File: config.mk
export PLATFORM = sky130hd
export DESIGN_NAME = bcd_digits_with_display_enable
export DESIGN_NICKNAME = d
export VERILOG_FILES = /design/src/rtl/bcdd_pkg.sv /design/src/rtl/bcdd_step.sv /design/src/rtl/bcdd_ctrl.sv /design/src/rtl/bcd_digits_with_display_enable.sv
export SDC_FILE = /design/constraint.sdc
export NUM_CORES = 1
export LEC_CHECK = 0
export ABC_AREA = 0
export BUFFER_PORTS_ARGS = -buffer_cell sky130_fd_sc_hd__buf_2
export CAP_MARGIN = 0
export CORE_UTILIZATION = 46
export DETAILED_ROUTE_END_ITERATION = 12
export PLACE_DENSITY_LB_ADDON = 0.2
export SETUP_SLACK_MARGIN = 0.05
export SYNTH_ARGS = -nofsm -noshare
export SYNTH_HDL_FRONTEND = slang
export SYNTH_HIERARCHICAL = 1
export SYNTH_SLANG_ARGS = --single-unit
File: constraint.sdc
create_clock -name clk -period 2.8 [get_ports clk]
set_input_delay 0.56 -clock clk [delete_from_list [all_inputs] [get_ports clk]]
set_output_delay 0.56 -clock clk [all_outputs]
set_load 0.1 [all_outputs]
File: src/rtl/bcdd_pkg.sv
// ---------------------------------------------------------------------------
// bcdd_pkg
// Shared types and constants for the binary to BCD converter with display
// enable.
// ---------------------------------------------------------------------------
package bcdd_pkg;

  localparam int NUM_DIGITS = 8;
  localparam int VALUE_W    = 32;
  localparam int BCD_W      = 4 * NUM_DIGITS;
  localparam int OUT_DIGITS = 8;
  localparam int CNT_W      = $clog2(VALUE_W);

  function automatic logic [63:0] max_value_f();
    logic [63:0] m;
    m = 64'd1;
    for (int k = 0; k < NUM_DIGITS; k++) begin
      m = m * 64'd10;
    end
    return m - 64'd1;
  endfunction

  // largest value shown without saturation: all nines
  localparam logic [63:0] MAX_VALUE = max_value_f();

  typedef enum logic [1:0] {
    ST_IDLE,
    ST_CONV,
    ST_EMIT
  } state_t;

  typedef struct packed {
    logic load;
    logic shift;
    logic emit;
  } ctrl_t;

endpackage

File: src/rtl/bcdd_step.sv
// ---------------------------------------------------------------------------
// bcdd_step
// One shift-add-3 iteration: correct every digit that is 5 or more, then
// shift the BCD word left by one, taking in the next binary bit.
// ---------------------------------------------------------------------------
module bcdd_step
  import bcdd_pkg::*;
(
  input  logic [BCD_W-1:0] bcd_in,
  input  logic             bit_in,
  output logic [BCD_W-1:0] bcd_out
);

  logic [BCD_W-1:0] adj;

  always_comb begin
    for (int k = 0; k < NUM_DIGITS; k++) begin
      if (bcd_in[4*k +: 4] >= 4'd5) begin
        adj[4*k +: 4] = bcd_in[4*k +: 4] + 4'd3;
      end else begin
        adj[4*k +: 4] = bcd_in[4*k +: 4];
      end
    end
  end

  assign bcd_out = {adj[BCD_W-2:0], bit_in};

endmodule

File: src/rtl/bcdd_ctrl.sv
// ---------------------------------------------------------------------------
// bcdd_ctrl
// Sequencer: takes a request, runs one shift step per input bit, then
// emits the result.
// ---------------------------------------------------------------------------
module bcdd_ctrl
  import bcdd_pkg::*;
(
  input  logic  clk,
  input  logic  rst,
  input  logic  start,
  output logic  busy,
  output ctrl_t ctrl
);

  state_t           state, state_next;
  logic [CNT_W-1:0] count, count_next;

  always_ff @(posedge clk) begin
    if (rst) begin
      state <= ST_IDLE;
      count <= '0;
    end else begin
      state <= state_next;
      count <= count_next;
    end
  end

  always_comb begin
    state_next = state;
    count_next = count;
    case (state)
      ST_IDLE: begin
        count_next = '0;
        if (start) state_next = ST_CONV;
      end
      ST_CONV: begin
        count_next = count + 1'b1;
        if (count == CNT_W'(VALUE_W - 1)) state_next = ST_EMIT;
      end
      ST_EMIT: begin
        state_next = ST_IDLE;
      end
      default: state_next = ST_IDLE;
    endcase
  end

  always_comb begin
    ctrl = '0;
    busy = 1'b1;
    case (state)
      ST_IDLE: begin
        busy      = 1'b0;
        ctrl.load = start;
      end
      ST_CONV: ctrl.shift = 1'b1;
      ST_EMIT: ctrl.emit  = 1'b1;
      default: busy = 1'b1;
    endcase
  end

endmodule

File: src/rtl/bcd_digits_with_display_enable.sv
// ---------------------------------------------------------------------------
// bcd_digits_with_display_enable
// Binary to packed BCD with leading-zero blanking and saturation.
// ---------------------------------------------------------------------------
// A request is taken when start is high and busy is low. Each request is a
// load, one shift-add-3 step per bit of the 32-bit input through a single
// shared digit-correction unit, and one more step to form the enable
// mask. The result appears for exactly one cycle with done high, in the first
// cycle that busy is low again; the receiver cannot stall it, so capture it
// then. A new request may be issued in that same cycle. Values above the
// largest NUM_DIGITS-digit number show as all nines with overflow set; zero
// shows with all displays off (digit_enable_n all ones).
module bcd_digits_with_display_enable
  import bcdd_pkg::*;
(
  input  logic        clk,
  input  logic        rst,
  input  logic        start,
  output logic        busy,
  input  logic [31:0] value,
  output logic        done,
  output logic [31:0] bcd_digits,
  output logic [7:0]  digit_enable_n,
  output logic        overflow
);

  ctrl_t              ctrl;
  logic [VALUE_W-1:0] bin;
  logic [BCD_W-1:0]   bcd, bcd_step_out;
  logic               ovf;
  logic               sat;
  logic [31:0]        digits_next;
  logic [7:0]         enable_n_next;

  bcdd_ctrl u_ctrl (
    .clk   (clk),
    .rst   (rst),
    .start (start),
    .busy  (busy),
    .ctrl  (ctrl)
  );

  bcdd_step u_step (
    .bcd_in  (bcd),
    .bit_in  (bin[VALUE_W-1]),
    .bcd_out (bcd_step_out)
  );

  assign sat = {32'd0, value} > MAX_VALUE;

  always_ff @(posedge clk) begin
    if (ctrl.load) begin
      bin <= sat ? MAX_VALUE[VALUE_W-1:0] : value;
      ovf <= sat;
      bcd <= '0;
    end else if (ctrl.shift) begin
      bin <= {bin[VALUE_W-2:0], 1'b0};
      bcd <= bcd_step_out;
    end
  end

  // digit k is lit when it or any digit above it is nonzero
  for (genvar k = 0; k < OUT_DIGITS; k++) begin : g_out
    if (k < NUM_DIGITS) begin : g_used
      assign digits_next[4*k +: 4] = bcd[4*k +: 4];
      assign enable_n_next[k]      = ~(|bcd[BCD_W-1:4*k]);
    end else begin : g_unused
      assign digits_next[4*k +: 4] = 4'd0;
      assign enable_n_next[k]      = 1'b1;
    end
  end

  always_ff @(posedge clk) begin
    if (ctrl.emit) begin
      bcd_digits     <= digits_next;
      digit_enable_n <= enable_n_next;
      overflow       <= ovf;
    end
  end

  always_ff @(posedge clk) begin
    if (rst) begin
      done <= 1'b0;
    end else begin
      done <= ctrl.emit;
    end
  end

  a_done_not_busy: assert property (@(posedge clk) disable iff (rst)
    done |-> !busy)
    else $error("result strobe while busy");

  a_start_busy: assert property (@(posedge clk) disable iff (rst)
    (start && !busy) |=> busy)
    else $error("request taken but block not busy");

  a_done_single: assert property (@(posedge clk) disable iff (rst)
    done |=> !done)
    else $error("result strobe longer than one cycle");

  a_zero_dark: assert property (@(posedge clk) disable iff (rst)
    (done && bcd_digits == 32'd0 && !overflow) |-> digit_enable_n == 8'hFF)
    else $error("zero result with a display lit");

endmodule

Yosys cells after proc, flatten, opt, wreduce, memory -nomap -nowiden
Cells that the tools add are included.
- muxes and demuxes: 19
- $lt $le $gt $ge: 9
- div/mod/pow operators: 0
- reduce and logical (&&, ||, !) cells: 12
- shifts and indexed selects: 0
- bitwise gates (word level): 8
- equal/unequal tests: 5
- add/sub/neg operators: 9
- multipliers: 0
- operator list (kind ; number):
    32-bit 2-to-1 mux ; 3
    4-bit by 3-bit greater-or-equal comparator with 1-bit output (second input constant) ; 8
    32-bit by 27-bit > comparator with 1-bit output (second input constant) ; 1
    32-bit OR reduction ; 1
    4-bit by 2-bit adder with 4-bit output (second input constant) ; 7
    4-bit 2-to-1 mux ; 7
    28-bit OR reduction ; 1
    24-bit OR reduction ; 1
    20-bit OR reduction ; 1
    16-bit OR reduction ; 1
    12-bit OR reduction ; 1
    5-bit case mux with 2 select lines ; 1
    1-bit NOT ; 8
    8-bit OR reduction ; 1
    5-bit by 1-bit adder with 5-bit output (second input constant) ; 1
    5-bit equality test (second input constant) ; 1
    1-bit 2-to-1 mux ; 4
    2-bit 2-to-1 mux ; 2
    2-bit case mux with 2 select lines ; 1
    2-bit nonzero test ; 2
    4-bit OR reduction ; 1
    3-bit by 2-bit adder with 3-bit output (second input constant) ; 1
    3-bit 2-to-1 mux ; 1
    2-bit by 1-bit equality test with 1-bit output (second input constant) ; 1
    other kinds (5) ; 5
- ROM bits: 0
- bits in writable memories: 0
- memories kept: 0
- bits in latches: 0
- flip-flop bits (word level): 114
- output and inout port bits: 43

Logic depth before layout (Yosys ltp)
Gate-level depths: netlist (run 1).
- depth after elaboration: 4
- gate-level depth with buffers: 8
- depth with buffers taken out: 7

Cells and area by module
The synthesis (run 1) kept the hierarchy.
- by module, submodules not included (module ; cells each ; instances ; area an instance (sq um)):
    bcd_digits_with_display_enable ; 299 ; 1 ; 4108.9
    bcdd_step ; 125 ; 1 ; 798.3
    bcdd_ctrl ; 37 ; 1 ; 344.1

Worst setup path before layout (run 1)
Ideal clock, no wire load.
- path kind: register -> register
- start: reg u_ctrl.state[1]
- end: reg bcd_digits[0], enable pin
- stages on the path, launching flop included: 3
- path slack: 0.000 ns
- required time: 2.355 ns
- buffers on the path: 1
- setup time: 0.445 ns
- clock period less this slack: 2.800 ns
- data arrival time: 2.355 ns
- path through: dfxtp_1 -> buf_2 -> nor2b_1
- RTL lines (item ; RTL line ; source):
    start, declared ; bcdd_ctrl.sv:16 ; state_t state, state_next;
    start signal, assigned ; bcdd_ctrl.sv:24 ; state <= state_next;
    end signal, assigned ; bcd_digits_with_display_enable.sv:75 ; bcd_digits <= digits_next;
    end, declared ; bcd_digits_with_display_enable.sv:22 ; output logic [31:0] bcd_digits,

Final worst setup path (run 1)
- start: reg u_ctrl.state[1]
- end: out busy
- word-level cells in the longest chain between the ends: 2
- RTL lines (item ; RTL line ; source):
    2-bit logical NOT ; bcdd_ctrl.sv:51 ; case (state)
    1-bit 2-to-1 mux ; bcdd_ctrl.sv:51 ;
    end, declared ; bcd_digits_with_display_enable.sv:19 ; output logic busy,
No other way between the ends.

==> flow_metrics.env, run 1 <==
export IMPL_cp_end_kind="output pin"
export IMPL_crit_type="reg2out"
export IMPL_grt_pass1_wl_um=15600
export IMPL_leakage_uw=0.00265
export IMPL_ys_types=53
export IMPL_routed_wirelength_um=9400
export IMPL_placed_cell_area_sq_mm=0.00579
export IMPL_fmax_ghz=0.466
export IMPL_final_cell_area_sq_mm=0.00640
export IMPL_worst_slack_ps=654
export IMPL_synth_top_area_cell="edfxtp_1"
export IMPL_post_synth_top_count_cell="edfxtp_1"
export IMPL_root_buffer="clkbuf_16"
export IMPL_synth_common_cells="74 x edfxtp_1, 54 x nor2_1, 43 x inv_1"
export IMPL_synth_top_area_share_pct=42.3
export IMPL_synth_edf_count=74
export IMPL_maxCapViolCount=0
export IMPL_synthCells=461
export IMPL_n_antenna_cell=0
export IMPL_place_gp_congestion=0.755
export IMPL_power_density_mw_per_mm2=676
export IMPL_vias=3530
export IMPL_ir_worst_vdd_uv=351
export IMPL_first_pass_iters=4
export IMPL_route_antenna_remaining_nets=0
export IMPL_tightest_slew_ps=560
export IMPL_syn_area_per_cell_sq_um=11.4
export IMPL_synth_warnings=6
export IMPL_post_place_ws_ps=554
export IMPL_finalMaxSlewViolations=0
export IMPL_hold_viol_final=0
export IMPL_synth_area_top_cells="edfxtp_1 42%, dfxtp_1 15%, mux2i_1 8.0%"
export IMPL_hold_path_class="reg2reg"
export IMPL_seq_area_frac_synth_pct=57.6
export IMPL_period_share_pct=76.6
export IMPL_finalSetupViolations=0
export IMPL_cts_hold_repair_buffers=0
export IMPL_synth_area_sq_mm=0.00525
export IMPL_fin_setup_tns_ps=0
export IMPL_cts_buffer_depth=2
export IMPL_cp_start_kind="flip-flop"
export IMPL_io_buffer_count=77
export IMPL_antenna_found_initial=0
export IMPL_fillers=918
export IMPL_core_area_sq_mm=0.0110
export IMPL_io_pin_count=78
export IMPL_die_h_um=109
export IMPL_clock_latency_ps=400
export IMPL_grt_pass1_vias=3273
export IMPL_post_cts_resized=0
export IMPL_cts_made_buffers=17
export IMPL_cts_tree="done"
export IMPL_cp_max_fo=9
export IMPL_postCtsSetupBuffers=0
export IMPL_nets=597
export IMPL_status="completed"
export IMPL_clock_skew_ps=12.7
export IMPL_grt_use_total_pct=17.3
export IMPL_syn_num_nets=514
export IMPL_arrival_ps=1590
export IMPL_row_count=38
export IMPL_slew_headroom_pct=62.7
export IMPL_clk_pin_slew_worst_paths_ps=50
export IMPL_async_flop_share_pct=0
export IMPL_ys_flop_type="edfxtp_1"
export IMPL_vias_per_cell=5.06
export IMPL_hpwl_um=6210
export IMPL_wire_per_inst_um=13.5
export IMPL_drive_gt1_share_pct=24.4
export IMPL_ys_seq_elements=114
export IMPL_grt_max_degree=43
export IMPL_die_w_um=109
export IMPL_htreeDepth=4
export IMPL_initial_core_util_pct=47.8
export IMPL_syn2layout_area_growth_pct=21.8
export IMPL_rsz0062_at_grt="false"
export IMPL_grt_overflow_total=0
export IMPL_drc=0
export IMPL_hold_ws_ps=427
export IMPL_die_area_sq_mm=0.0118
export IMPL_drt_iter0_drc=131
export IMPL_cts_sinks=114
export IMPL_min_period_ps=2150
export IMPL_fin_total_pwr_uw=4330
export IMPL_worstPathRequired_ps=2240
==> cell usage in the layout (no fill, tap or decap), drive strengths merged, types with 2 or more instances in the layout <==
cell / instances
and3: 2
nor3: 3
and4: 2
nand4: 7
o211ai: 2
ha: 18
o221a: 3
nor2: 54
or4: 7
mux2i: 42
clkinv: 2
nand4b: 4
nand2: 34
and2: 3
or2: 2
bufinv: 3
o221ai: 5
o21ai: 18
xnor2: 8
nand3: 4
a22oi: 2
edfxtp: 74
a21oi: 12
nor2b: 9
nand2b: 15
buf: 85
clkbuf: 27
a31oi: 9
o22a: 6
inv: 43
nor4: 4
dfxtp: 40
==> final timing paths <==
| check | slack [ps] | from | cells after the start | end |
|---|---|---|---|---|
| worst max register to register | 790 | u_ctrl/state[1] | 4 | bin[31] |
| worst min-delay path | 430 | ovf | 0 | overflow |
| worst max-delay path | 650 | u_ctrl/state[1] | 2 | busy |
| worst min register to register | 430 | ovf | 0 | overflow |
==> logic make-up (layout without fill, tap and decap cells) <==
logic type / count (synthesis) / after routing / share of synthesized area, %
fa+ha+maj: 18 / 18 / 4.29
buf+inv: 64 / 160 / 5.00
flops: 114 / 114 / 57.6
simple gates: 153 / 153 / 15.3
compound gates: 62 / 62 / 8.48
mux: 42 / 42 / 8.01
xor+xnor: 8 / 8 / 1.33
==> state kept, by name, indices dropped and copies added (netlist names) <==
signal / count
digit_enable_n: 8
bcd_digits: 32
bin: 32
u_ctrl/count: 5
overflow: 1
done: 1
u_ctrl/state: 2
bcd: 32
ovf: 1
==> report_power, final <==
group	switching [uW]	leakage, uW	internal [uW]	total (uW)
Combinational	133	0.00134	95.8	229
Clock	703	0.000302	1520	2220
Sequential	25.2	0.00101	1850	1880
Total	861	0.00265	3460	4330
==> area by class of cell <==
class	instances	area, sq um	area share [%]
well taps	140	175	2.74
clock inverters	5	100	1.56
inverters	43	161	2.52
flip-flops and latches	114	3020	47.2
clock buffers	27	513	8.02
multi-input cells	283	1980	31.0
repair buffers	85	445	6.96
==> routing by layer <==
| metal | global-route usage, % | wire (um) |
|---|---|---|
| met5 | 0 | 0 |
| met4 | 6.37 | 70 |
| met3 | 5.14 | 410 |
| met2 | 25.7 | 4300 |
| met1 | 23.7 | 4630 |
==> critical path: stages (launching register included) <==
cell     delay (ps)
dfxtp_1         530
or2_1           210
buf_2           440
==> metrics by stage <==
stage          util, %  std cells
6_report          58.3        697
5_1_grt           58.3        697
4_1_cts           58.3        697
3_5_place_dp      52.7        665
3_3_place_gp      52.7        665
2_1_floorplan        -        461
No activity file was read; power rests on OpenSTA's default activity.
==> inputs of run 2 (changes only) <==
==> constraint.sdc (replaced) <==
create_clock -name clk -period 2 [get_ports clk]
set_input_delay 0.4 -clock clk [delete_from_list [all_inputs] [get_ports clk]]
set_output_delay 0.4 -clock clk [all_outputs]
set_load 0.1 [all_outputs]
==> run 2 against run 1 <==
Power increased by 34%. Utilization rose by 0.51 points. Clock skew up 1.7 ps. Critical path depth is the same. Sequential share of layout area fell by 0.41 points. Non-clock buffer count increased by 8. Die area unchanged. Setup slack got worse by 530 ps.
==> flow_metrics.env, run 2 (same netlist as run 1, synthesis figures left out) <==
export IMPL_hold_path_class="in2reg"
export IMPL_finalMaxSlewViolations=0
export IMPL_htreeDepth=4
export IMPL_fillers=940
export IMPL_vias=3634
export IMPL_drt_iter0_drc=160
export IMPL_hpwl_um=6230
export IMPL_routed_wirelength_um=9460
export IMPL_tightest_slew_ps=488
export IMPL_grt_pass1_vias=3259
export IMPL_cp_start_kind="flip-flop"
export IMPL_min_period_ps=1870
export IMPL_slew_headroom_pct=67.7
export IMPL_worstPathRequired_ps=1600
export IMPL_postCtsSetupBuffers=0
export IMPL_finalSetupViolations=0
export IMPL_cts_tree="done"
export IMPL_power_density_mw_per_mm2=895
export IMPL_reg2reg_to="digit_enable_n[0]"
export IMPL_initial_core_util_pct=47.8
export IMPL_place_gp_congestion=0.791
export IMPL_vias_per_cell=5.15
export IMPL_row_count=38
export IMPL_status="completed"
export IMPL_cts_made_buffers=17
export IMPL_reg_top3="bcd x32, bcd_digits x32, bin x32"
export IMPL_instances_no_fill=705
export IMPL_final_seq_area_sq_mm=0.00302
export IMPL_clk_pin_slew_worst_paths_ps=60
export IMPL_drc=0
export IMPL_die_area_sq_mm=0.0118
export IMPL_nets=605
export IMPL_drive_gt1_share_pct=26.0
export IMPL_wire_per_inst_um=13.4
export IMPL_io_pin_count=78
export IMPL_period_share_pct=93.6
export IMPL_hold_depth=2
export IMPL_worstRegToRegCells=4
export IMPL_final_common_cell="buf_2"
export IMPL_syn2layout_area_growth_pct=22.9
export IMPL_cts_sinks=114
export IMPL_grt_pass1_wl_um=15300
export IMPL_grt_overflow_total=0
export IMPL_reg2reg_slack_ps=170
export IMPL_dp_cells=673
export IMPL_root_buffer="clkbuf_16"
export IMPL_cts_hold_repair_buffers=0
export IMPL_holdPathEnd="u_ctrl/count[2]"
export IMPL_rsz0062_at_grt="false"
export IMPL_final_cell_mix="77 x buf_2, 74 x edfxtp_1, 53 x nor2_1"
export IMPL_post_cts_resized=0
export IMPL_cts_buffer_depth=2
export IMPL_finish_utilization_pct=58.8
export IMPL_maxCapViolCount=0
export IMPL_first_pass_iters=5
export IMPL_io_buffer_count=77
export IMPL_arrival_ps=1470
export IMPL_leakage_uw=0.00267
export IMPL_fmax_ghz=0.534
export IMPL_crit_type="reg2out"
export IMPL_grt_use_total_pct=16.8
export IMPL_antenna_found_initial=0
export IMPL_hold_viol_final=0
export IMPL_clock_latency_ps=400
export IMPL_clock_skew_ps=14.3
export IMPL_cp_end_kind="output pin"
export IMPL_worst_slack_ps=127
export IMPL_die_h_um=109
export IMPL_multiInputGateArea_sq_mm=0.00199
export IMPL_n_antenna_cell=0
export IMPL_fin_total_pwr_uw=5780
export IMPL_grt_max_degree=43
export IMPL_post_place_ws_ps=-21.2
export IMPL_r2r_start="bcd[28]"
export IMPL_cp_max_fo=6
export IMPL_fin_setup_tns_ps=0
export IMPL_die_w_um=109
export IMPL_route_antenna_remaining_nets=0
export IMPL_core_area_sq_mm=0.0110
export IMPL_ir_worst_vdd_uv=584
export IMPL_holdCritStartpoint="rst"
run 2: area by class of cell:
cell class / instances / area share [%]
sequential: 114 / 46.8
multi-input combinational: 283 / 30.8
clock buffer: 20 / 7.09
timing repair buffer: 93 / 8.41
tap: 140 / 2.71
inverter: 43 / 2.50
clock inverter: 12 / 1.69
run 2: report_power, final:
| part | total, uW | internal (uW) | switching (uW) |
|---|---|---|---|
| Sequential | 2630 | 2590 | 34.9 |
| Clock | 2820 | 1780 | 1040 |
| Combinational | 331 | 143 | 188 |
| Total | 5780 | 4510 | 1260 |
run 2: metal layers:
metal | global-route usage, % | share of wire, % | vias to the layer above
li1 | - | - | 1815
met1 | 23.2 | 48 | 1723
met2 | 25.5 | 47 | 92
met3 | 3.89 | 4.5 | 4
met4 | 6.47 | 0.57 | 0
met5 | 0 | 0 | -
run 2: through the flow:
step	instance area [sq um]	hold WS, ps
4_1_cts	6450	256
3_3_place_gp	5890	406
3_5_place_dp	5890	412
2_1_floorplan	5280	400
5_1_grt	6450	269
6_report	6450	271
run 2: worst max path at each step:
stage	start	end
final	u_ctrl/state[0]	busy
after global routing	bcd[28]	digit_enable_n[0]
after CTS	u_ctrl/state[0]	busy
after detailed placement	value[10]	bin[6]
after global placement	value[10]	bin[7]
after floorplan	u_ctrl/state[1]	bcd_digits[0]
run 2: worst max-delay path, cell delays in order (launching register included):
cell	delay [ps]
dfxtp_1	460
or2_4	190
buf_2	420
